===== src/rtl/bist_pkg.sv =====
`timescale 1ns / 1ps
// ----------------------------------------------------------------------------
// bist_pkg
// Shared types and constants for the bounded integer set table unit.
// ----------------------------------------------------------------------------
package bist_pkg;

    localparam int VALUE_W     = 32;  // width of a member value
    localparam int OP_W        = 2;   // width of the operation code
    localparam int COUNT_W     = 5;   // width of the reported member count
    localparam int RESP_DATA_W = 8;   // response tdata, count padded to a byte

    typedef enum logic [OP_W-1:0] {
        OP_ADD      = 2'd0,
        OP_REMOVE   = 2'd1,
        OP_CONTAINS = 2'd2,
        OP_CLEAR    = 2'd3
    } op_t;

endpackage


===== src/rtl/bist_ram.sv =====
`timescale 1ns / 1ps
// ----------------------------------------------------------------------------
// bist_ram
// Generic single-write, single-read RAM with a registered read port.
// ----------------------------------------------------------------------------
module bist_ram #(
    parameter int WIDTH  = 32,
    parameter int DEPTH  = 16,
    parameter int ADDR_W = (DEPTH > 1) ? $clog2(DEPTH) : 1
) (
    input  logic              clk,
    input  logic              we,
    input  logic [ADDR_W-1:0] waddr,
    input  logic [WIDTH-1:0]  wdata,
    input  logic [ADDR_W-1:0] raddr,
    output logic [WIDTH-1:0]  rdata
);

    logic [WIDTH-1:0] mem [DEPTH];

    always_ff @(posedge clk)
    begin
        if (we)
        begin
            mem[waddr] <= wdata;
        end
        rdata <= mem[raddr];
    end

endmodule


===== src/rtl/bounded_integer_set_table_unit.sv =====
`timescale 1ns / 1ps
// Sequence: clear goes from acceptance straight to the response; add, remove
//   and contains scan the live members, then decide (a remove hit adds a move).
// Requests: one at a time; the next is taken the cycle after the response is
//   registered, and a search is bounded by the number of live members.
// Search time is set by the member RAM scan: one entry read per cycle.
// Reset: asynchronous, active low; set empties, no stale response pending.
// ----------------------------------------------------------------------------
// bounded_integer_set_table_unit
// Set of distinct 32-bit integers kept packed in a RAM, with add, remove,
// membership query and clear requests; one response per request.
// ----------------------------------------------------------------------------
module bounded_integer_set_table_unit
    import bist_pkg::*;
#(
    parameter int SET_SIZE = 16
) (
    input  logic                   clk,
    input  logic                   rst_n,

    // Request channel
    input  logic                   s_tvalid,
    output logic                   s_tready,
    input  logic [VALUE_W-1:0]     s_tdata,   // [31:0] value
    input  logic [OP_W-1:0]        s_tuser,   // [1:0] operation

    // Response channel
    output logic                   m_tvalid,
    input  logic                   m_tready,
    output logic [RESP_DATA_W-1:0] m_tdata,   // [4:0] count, [7:5] zero
    output logic                   m_tuser    // [0] ok
);

    // Address covers the table; the count must also hold SET_SIZE itself.
    localparam int AW = (SET_SIZE > 1) ? $clog2(SET_SIZE) : 1;
    localparam int CW = $clog2(SET_SIZE + 1);

    // One-hot sequencer.
    //   IDLE : take a request
    //   SCAN : compare one RAM entry per cycle against the value
    //   ACT  : decide; add writes here, remove fetches the last live entry
    //   MOVE : remove writes the last entry into the hole
    //   DONE : load the response register once it is free
    typedef enum logic [4:0] {
        ST_IDLE = 5'b00001,
        ST_SCAN = 5'b00010,
        ST_ACT  = 5'b00100,
        ST_MOVE = 5'b01000,
        ST_DONE = 5'b10000
    } state_t;

    state_t              state_reg,   state_next;
    logic [CW-1:0]       count_reg,   count_next;
    op_t                 op_reg,      op_next;
    logic [VALUE_W-1:0]  value_reg,   value_next;
    logic [AW-1:0]       idx_reg,     idx_next;    // entry on mem_rdata / hit slot
    logic                hit_reg,     hit_next;
    logic                ok_reg,      ok_next;
    logic                m_valid_reg, m_valid_next;
    logic                m_ok_reg,    m_ok_next;
    logic [COUNT_W-1:0]  m_count_reg, m_count_next;

    logic                mem_we;
    logic [AW-1:0]       mem_waddr;
    logic [VALUE_W-1:0]  mem_wdata;
    logic [AW-1:0]       mem_raddr;
    logic [VALUE_W-1:0]  mem_rdata;

    logic [CW-1:0]       last_idx;
    logic                s_accept;

    assign s_tready = (state_reg == ST_IDLE);
    assign s_accept = s_tvalid && s_tready;
    assign last_idx = count_reg - CW'(1);

    assign m_tvalid = m_valid_reg;
    assign m_tuser  = m_ok_reg;
    assign m_tdata  = RESP_DATA_W'(m_count_reg);

    // Member storage. Requests are serialized and every write lands before the
    // next request's first read, so no forwarding is needed between the write
    // and read ports.
    bist_ram #(
        .WIDTH  (VALUE_W),
        .DEPTH  (SET_SIZE),
        .ADDR_W (AW)
    ) u_members (
        .clk   (clk),
        .we    (mem_we),
        .waddr (mem_waddr),
        .wdata (mem_wdata),
        .raddr (mem_raddr),
        .rdata (mem_rdata)
    );

    always_comb
    begin
        state_next   = state_reg;
        count_next   = count_reg;
        op_next      = op_reg;
        value_next   = value_reg;
        idx_next     = idx_reg;
        hit_next     = hit_reg;
        ok_next      = ok_reg;
        m_ok_next    = m_ok_reg;
        m_count_next = m_count_reg;
        m_valid_next = m_valid_reg && !m_tready;

        mem_we    = 1'b0;
        mem_waddr = idx_reg;
        mem_wdata = value_reg;
        mem_raddr = idx_reg;

        case (state_reg)
            ST_IDLE:
            begin
                // Entry 0 is read speculatively so the scan starts next cycle.
                mem_raddr = '0;
                if (s_accept)
                begin
                    op_next    = op_t'(s_tuser);
                    value_next = s_tdata;
                    idx_next   = '0;
                    hit_next   = 1'b0;
                    if (op_t'(s_tuser) == OP_CLEAR)
                    begin
                        // Stored entries stay; they are simply no longer live.
                        count_next = '0;
                        ok_next    = 1'b1;
                        state_next = ST_DONE;
                    end
                    else if (count_reg == '0)
                    begin
                        state_next = ST_ACT;
                    end
                    else
                    begin
                        state_next = ST_SCAN;
                    end
                end
            end

            ST_SCAN:
            begin
                // Fetch the following entry while comparing this one.
                mem_raddr = idx_reg + AW'(1);
                if (mem_rdata == value_reg)
                begin
                    hit_next   = 1'b1;
                    state_next = ST_ACT;
                end
                else if (CW'(idx_reg) == last_idx)
                begin
                    state_next = ST_ACT;
                end
                else
                begin
                    idx_next = idx_reg + AW'(1);
                end
            end

            ST_ACT:
            begin
                mem_raddr  = AW'(last_idx);
                state_next = ST_DONE;
                case (op_reg)
                    OP_ADD:
                    begin
                        if (!hit_reg && (count_reg < CW'(SET_SIZE)))
                        begin
                            mem_we     = 1'b1;
                            mem_waddr  = AW'(count_reg);
                            mem_wdata  = value_reg;
                            count_next = count_reg + CW'(1);
                            ok_next    = 1'b1;
                        end
                        else
                        begin
                            ok_next = 1'b0;
                        end
                    end
                    OP_REMOVE:
                    begin
                        if (hit_reg)
                        begin
                            state_next = ST_MOVE;
                        end
                        else
                        begin
                            ok_next = 1'b0;
                        end
                    end
                    OP_CONTAINS:
                    begin
                        ok_next = hit_reg;
                    end
                    default:
                    begin
                        ok_next = 1'b1;
                    end
                endcase
            end

            ST_MOVE:
            begin
                // Last live entry fills the hole; the tail slot goes dead.
                mem_we     = 1'b1;
                mem_waddr  = idx_reg;
                mem_wdata  = mem_rdata;
                count_next = last_idx;
                ok_next    = 1'b1;
                state_next = ST_DONE;
            end

            ST_DONE:
            begin
                if (!m_valid_reg || m_tready)
                begin
                    m_valid_next = 1'b1;
                    m_ok_next    = ok_reg;
                    m_count_next = COUNT_W'(count_reg);
                    state_next   = ST_IDLE;
                end
            end

            default:
            begin
                state_next = ST_IDLE;
            end
        endcase
    end

    always_ff @(posedge clk or negedge rst_n)
    begin
        if (!rst_n)
        begin
            state_reg   <= ST_IDLE;
            count_reg   <= '0;
            m_valid_reg <= 1'b0;
        end
        else
        begin
            state_reg   <= state_next;
            count_reg   <= count_next;
            m_valid_reg <= m_valid_next;
        end
    end

    always_ff @(posedge clk)
    begin
        op_reg      <= op_next;
        value_reg   <= value_next;
        idx_reg     <= idx_next;
        hit_reg     <= hit_next;
        ok_reg      <= ok_next;
        m_ok_reg    <= m_ok_next;
        m_count_reg <= m_count_next;
    end

    // ------------------------------------------------------------------------
    // Assertions
    // ------------------------------------------------------------------------
    a_count_bound: assert property (@(posedge clk) disable iff (!rst_n)
        count_reg <= CW'(SET_SIZE))
        else $error("member count exceeds table size");

    a_write_state: assert property (@(posedge clk) disable iff (!rst_n)
        mem_we |-> (state_reg == ST_ACT || state_reg == ST_MOVE))
        else $error("member write outside act/move");

    a_add_room: assert property (@(posedge clk) disable iff (!rst_n)
        (mem_we && state_reg == ST_ACT) |-> (count_reg < CW'(SET_SIZE)))
        else $error("add wrote into a full table");

    a_clear_empties: assert property (@(posedge clk) disable iff (!rst_n)
        (s_accept && s_tuser == OP_CLEAR) |=> (count_reg == '0))
        else $error("clear did not empty the set");

    a_move_on_hit: assert property (@(posedge clk) disable iff (!rst_n)
        (state_reg == ST_MOVE) |-> (hit_reg && op_reg == OP_REMOVE && count_reg != '0))
        else $error("move without a remove hit");

endmodule

===== config.mk =====
export PLATFORM = sky130hd
export DESIGN_NAME = bounded_integer_set_table_unit
export DESIGN_NICKNAME = d
export VERILOG_FILES = /design/src/rtl/bist_pkg.sv /design/src/rtl/bist_ram.sv /design/src/rtl/bounded_integer_set_table_unit.sv
export SDC_FILE = /design/constraint.sdc
export NUM_CORES = 1
export LEC_CHECK = 0
export BUFFER_PORTS_ARGS = -buffer_cell sky130_fd_sc_hd__buf_2
export CORE_MARGIN = 5
export CORE_UTILIZATION = 50
export DETAILED_ROUTE_END_ITERATION = 10
export GPL_ROUTABILITY_DRIVEN = 1
export GPL_TIMING_DRIVEN = 0
export MAX_ROUTING_LAYER = met4
export PLACE_DENSITY = 0.67
export SLEW_MARGIN = 15
export SYNTH_ARGS = -nofsm -noshare
export SYNTH_HDL_FRONTEND = slang
export SYNTH_SLANG_ARGS = --single-unit
export TNS_END_PERCENT = 20

===== constraint.sdc =====
create_clock -name clk -period 6.8 [get_ports clk]
set_input_delay 0.34 -clock clk [delete_from_list [all_inputs] [get_ports clk]]
set_output_delay 0.34 -clock clk [all_outputs]
set_load 0.1 [all_outputs]

==> impl_results.md <==
* Outcome: finished clean
* Sequential element share of the synthesized area at about two thirds
* Final TNS setup at 0 ns
* GRT Util Overall at 29.5%
* Root buffer cell: clkbuf_16
* First drt pass iteration count at 5
* H-tree depth at 2
* Worst Tran Pin Value at roughly 1.2 ns
* Layout cells sized above 1 at roughly an eighth
* Hold WC Path Type: primary input to register
* Drc violations at 0
* DRT iter0 DRCs at between 2000 and 3000
* Post-DRT Antenna Nets at 0
* Fmax achieved at between 0.2 and 0.25 GHz
* Grt ovf at 0
* Sw frac at approximately two fifths
* Initial antenna violation count at 0
* Clock latency at the later pin of the worst-skew pair at 0.65 ns
* Synth unique cells at 69
* CTS buffer count at roughly 60
* Initial Utilization at 50.3%
* Vert. Die Dim at 237 um
* Critical path class: register to register
* Final setup fails at 0
* Internal power at just over 8000 uW
* Avg WL per Cell at between 20 and 30 um
* Global placer's final weighted congestion at between 0.9 and 1
* Final instance area at 0.0297 mm^2
* NumNets Final at roughly 2100
* Width of the chip at 237 um
* Combinational power share at a little over two fifths
* Worst IR Drop VDD at about 0.00025 V
* IO Pins at 49
* Antenna Diode Count at 0
* Final Util at about 58%
* First-pass GRT wire length at about 120000 um
* P_sw at about 5800 uW
* Clock Pin Slew Worst Setup and Hold Paths at 0.06 ns
* CTS tree: yes
* Clk_skew at around 0.019 ns
* Metal3 WL at a little under 10000 um
* Largest net degree at the start of global routing at 22
* Critical Path RT at ~7.3 ns
* Port Buffers at 45
* Die Footprint at 0.0561 mm^2
* Worst Path Arrival at approximately 4.5 ns
* Post-Syn Area at approximately 0.026 mm^2
* Number of synthesized flops with an enable pin at 558
* Gate Count Post-Synth at 1869
* WL final at 82500 um
* Final Hold Viols at 0
* Setup crit start kind: register
* Clk sink count at approximately 600
* CTS max path bufs at 3
* Tmin final at between 4 and 5 ns
* Site Rows at just over 80
* Clock group share of total power at between 20% and 30%
* Max Cap Viol at 0
* CP Max Fanout at 10
* Area Overhead vs Synth at 15.3%
* Met2 wire length at ~37000 um
* Max FFs per register at around 510
* Synthesized area per cell at 13.8 um^2
* DP Area at 0.0274 mm^2
* FF+latch count, synth at roughly 600
* Unrepaired setup endpoints after global routing: no
* Power per Cell Area at between 400 and 500 mW/mm^2
* Main flop type after synthesis: edfxtp_1
* Via count at between 15000 and 20000
* Headroom to the max-slew limit at ~18%
* Filler instances at 3907
* Detail Placement HPWL at between 50000 and 60000 um
* Setup WS post-layout at 2.80 ns
* Pre-CTS setup slack at about 3 ns
* Number of global-route vias before repair at between 15000 and 20000
* Top layer in use: met4
* CORE AREA at just over 0.05 mm^2
* Post-synthesis async set-or-reset flop share at 1.83%
* Vias/cell at approximately 6.8
* Final period utilization at between 50% and 60%
* Sequential Power Share at 33.4%
* CP endpoint kind: register
* Ys Warns at 0
* WL met1 at approximately 32000 um
* Hold Slack at 0.0494 ns
* Max-slew violation count at 0
* Leakage at about 0.01 uW
## routing by layer
metal | vias to the layer above | track usage [%]
li1 | 7837 | -
met1 | 9350 | 39.5
met2 | 1330 | 44.2
met3 | 283 | 6.21
met4 | 0 | 12.9
met5 | - | -
## cell usage in the layout (no fill, tap or decap), drive strengths merged, types with 4 or more instances in the layout
cell,synthesis,routed
nand4,4,4
nand2,182,182
bufinv,0,4
o21a,65,65
and3,68,68
dfxtp,32,32
nor3b,5,5
inv,10,10
nor4,10,10
nand3,5,5
nand2b,33,33
a31oi,6,6
dlygate4sd3,0,35
a221oi,65,65
edfxtp,558,558
buf,56,118
o221ai,98,98
a21oi,67,67
xor2,35,35
a211oi,33,33
a22o,33,33
a2111oi,64,64
o22ai,38,38
o211a,32,32
xnor2,7,7
dfrtp,10,10
clkinv,1,31
o21ai,77,77
nor2b,5,5
nor2,87,87
o221a,33,33
nor3,7,7
clkbuf,115,194
## cell usage after synthesis (all sizes together), types with 3 or more instances
| library cell | count | area (um^2) |
|---|---|---|
| nand3 | 5 | 30.0 |
| nor2 | 87 | 327 |
| nand2b | 33 | 206 |
| o21ai | 77 | 385 |
| dfxtp | 32 | 641 |
| o221ai | 98 | 871 |
| nor3b | 5 | 48.8 |
| xnor2 | 7 | 61.3 |
| ha | 3 | 37.5 |
| o22ai | 38 | 244 |
| a21oi | 67 | 335 |
| nor4 | 10 | 77.6 |
| o221a | 33 | 372 |
| nand2 | 182 | 688 |
| o21a | 65 | 488 |
| nor2b | 5 | 31.3 |
| a211oi | 33 | 248 |
| buf | 56 | 338 |
| a22o | 33 | 289 |
| and3 | 68 | 425 |
| a31oi | 6 | 37.5 |
| o211a | 32 | 320 |
| nor3 | 7 | 35.0 |
| inv | 10 | 37.5 |
| nand4 | 4 | 25.0 |
| xor2 | 35 | 307 |
| dfrtp | 10 | 250 |
| a221oi | 65 | 569 |
| a2111oi | 64 | 607 |
| edfxtp | 558 | 16800 |
| clkbuf | 115 | 433 |
## cells by family after synthesis
| group | Yosys count | synth area share (%) |
|---|---|---|
| adders and majority gates | 3 | 0.146 |
| other | 1 | 0.0146 |
| and+or+nand+nor | 415 | 7.63 |
| xor gates and xnor gates | 42 | 1.43 |
| AOI/OAI and AO/OA | 625 | 19.0 |
| DFF | 601 | 68.6 |
| buffers and inverters | 182 | 3.15 |
## area by class of cell
class	count	area (um^2)	area share, %
Sequential cell	601	17700	59.5
Multi-Input combinational cell	1088	7390	24.9
Clock buffer	79	1710	5.74
Timing Repair Buffer	97	976	3.29
Tap cell	680	851	2.87
Buffer	171	771	2.60
Clock inverter	35	280	0.944
Inverter	11	41.3	0.139
## metrics by stage
step / std cells / power, uW
floorplan: 1871 / 8040
global route: 2762 / 14200
global placement: 2596 / 10100
detailed placement: 2613 / 10300
finish: 2762 / 13800
CTS: 2762 / 13600
## worst max-delay path: stages (launching register included)
cell and delay, ns:
dfrtp_1 0.36, buf_2 0.17, nor2_1 0.47, nand2_2 0.39
o32a_1 0.45, a32oi_1 0.86, clkbuf_1 0.69, o221a_1 0.36
a2111oi_1 0.07
## what timing repair did
item                                   in CTS  in global routing
buffers inserted                            0                  0
endpoints found under the hold margin      45                  0
hold buffers                               35                  0
resized for setup                           0                  0
## power groups by stage
stage / Combinational, uW / Sequential (uW) / Clock, uW
global route: 6100 / 4620 / 3520
finish: 5850 / 4600 / 3340
global placement: 5480 / 4670 / 0
CTS: 5670 / 4600 / 3360
detailed placement: 5610 / 4670 / 0
floorplan: 3410 / 4630 / 0
## final timing paths
path | start | to | slack, ns | cells after the start
max in group asynchronous | rst_n | state_reg[0] | 6.42 | 2
max | state_reg[3] | u_members.rdata[0] | 2.80 | 8
max reg2reg | state_reg[3] | u_members.rdata[0] | 2.80 | 8
min | m_tready | m_tvalid | 0.05 | 3
min in group asynchronous | rst_n | count_reg[1] | 0.10 | 2
min reg2reg | ok_reg | m_tuser | 0.43 | 0
Power figures use the tool's default switching activity.
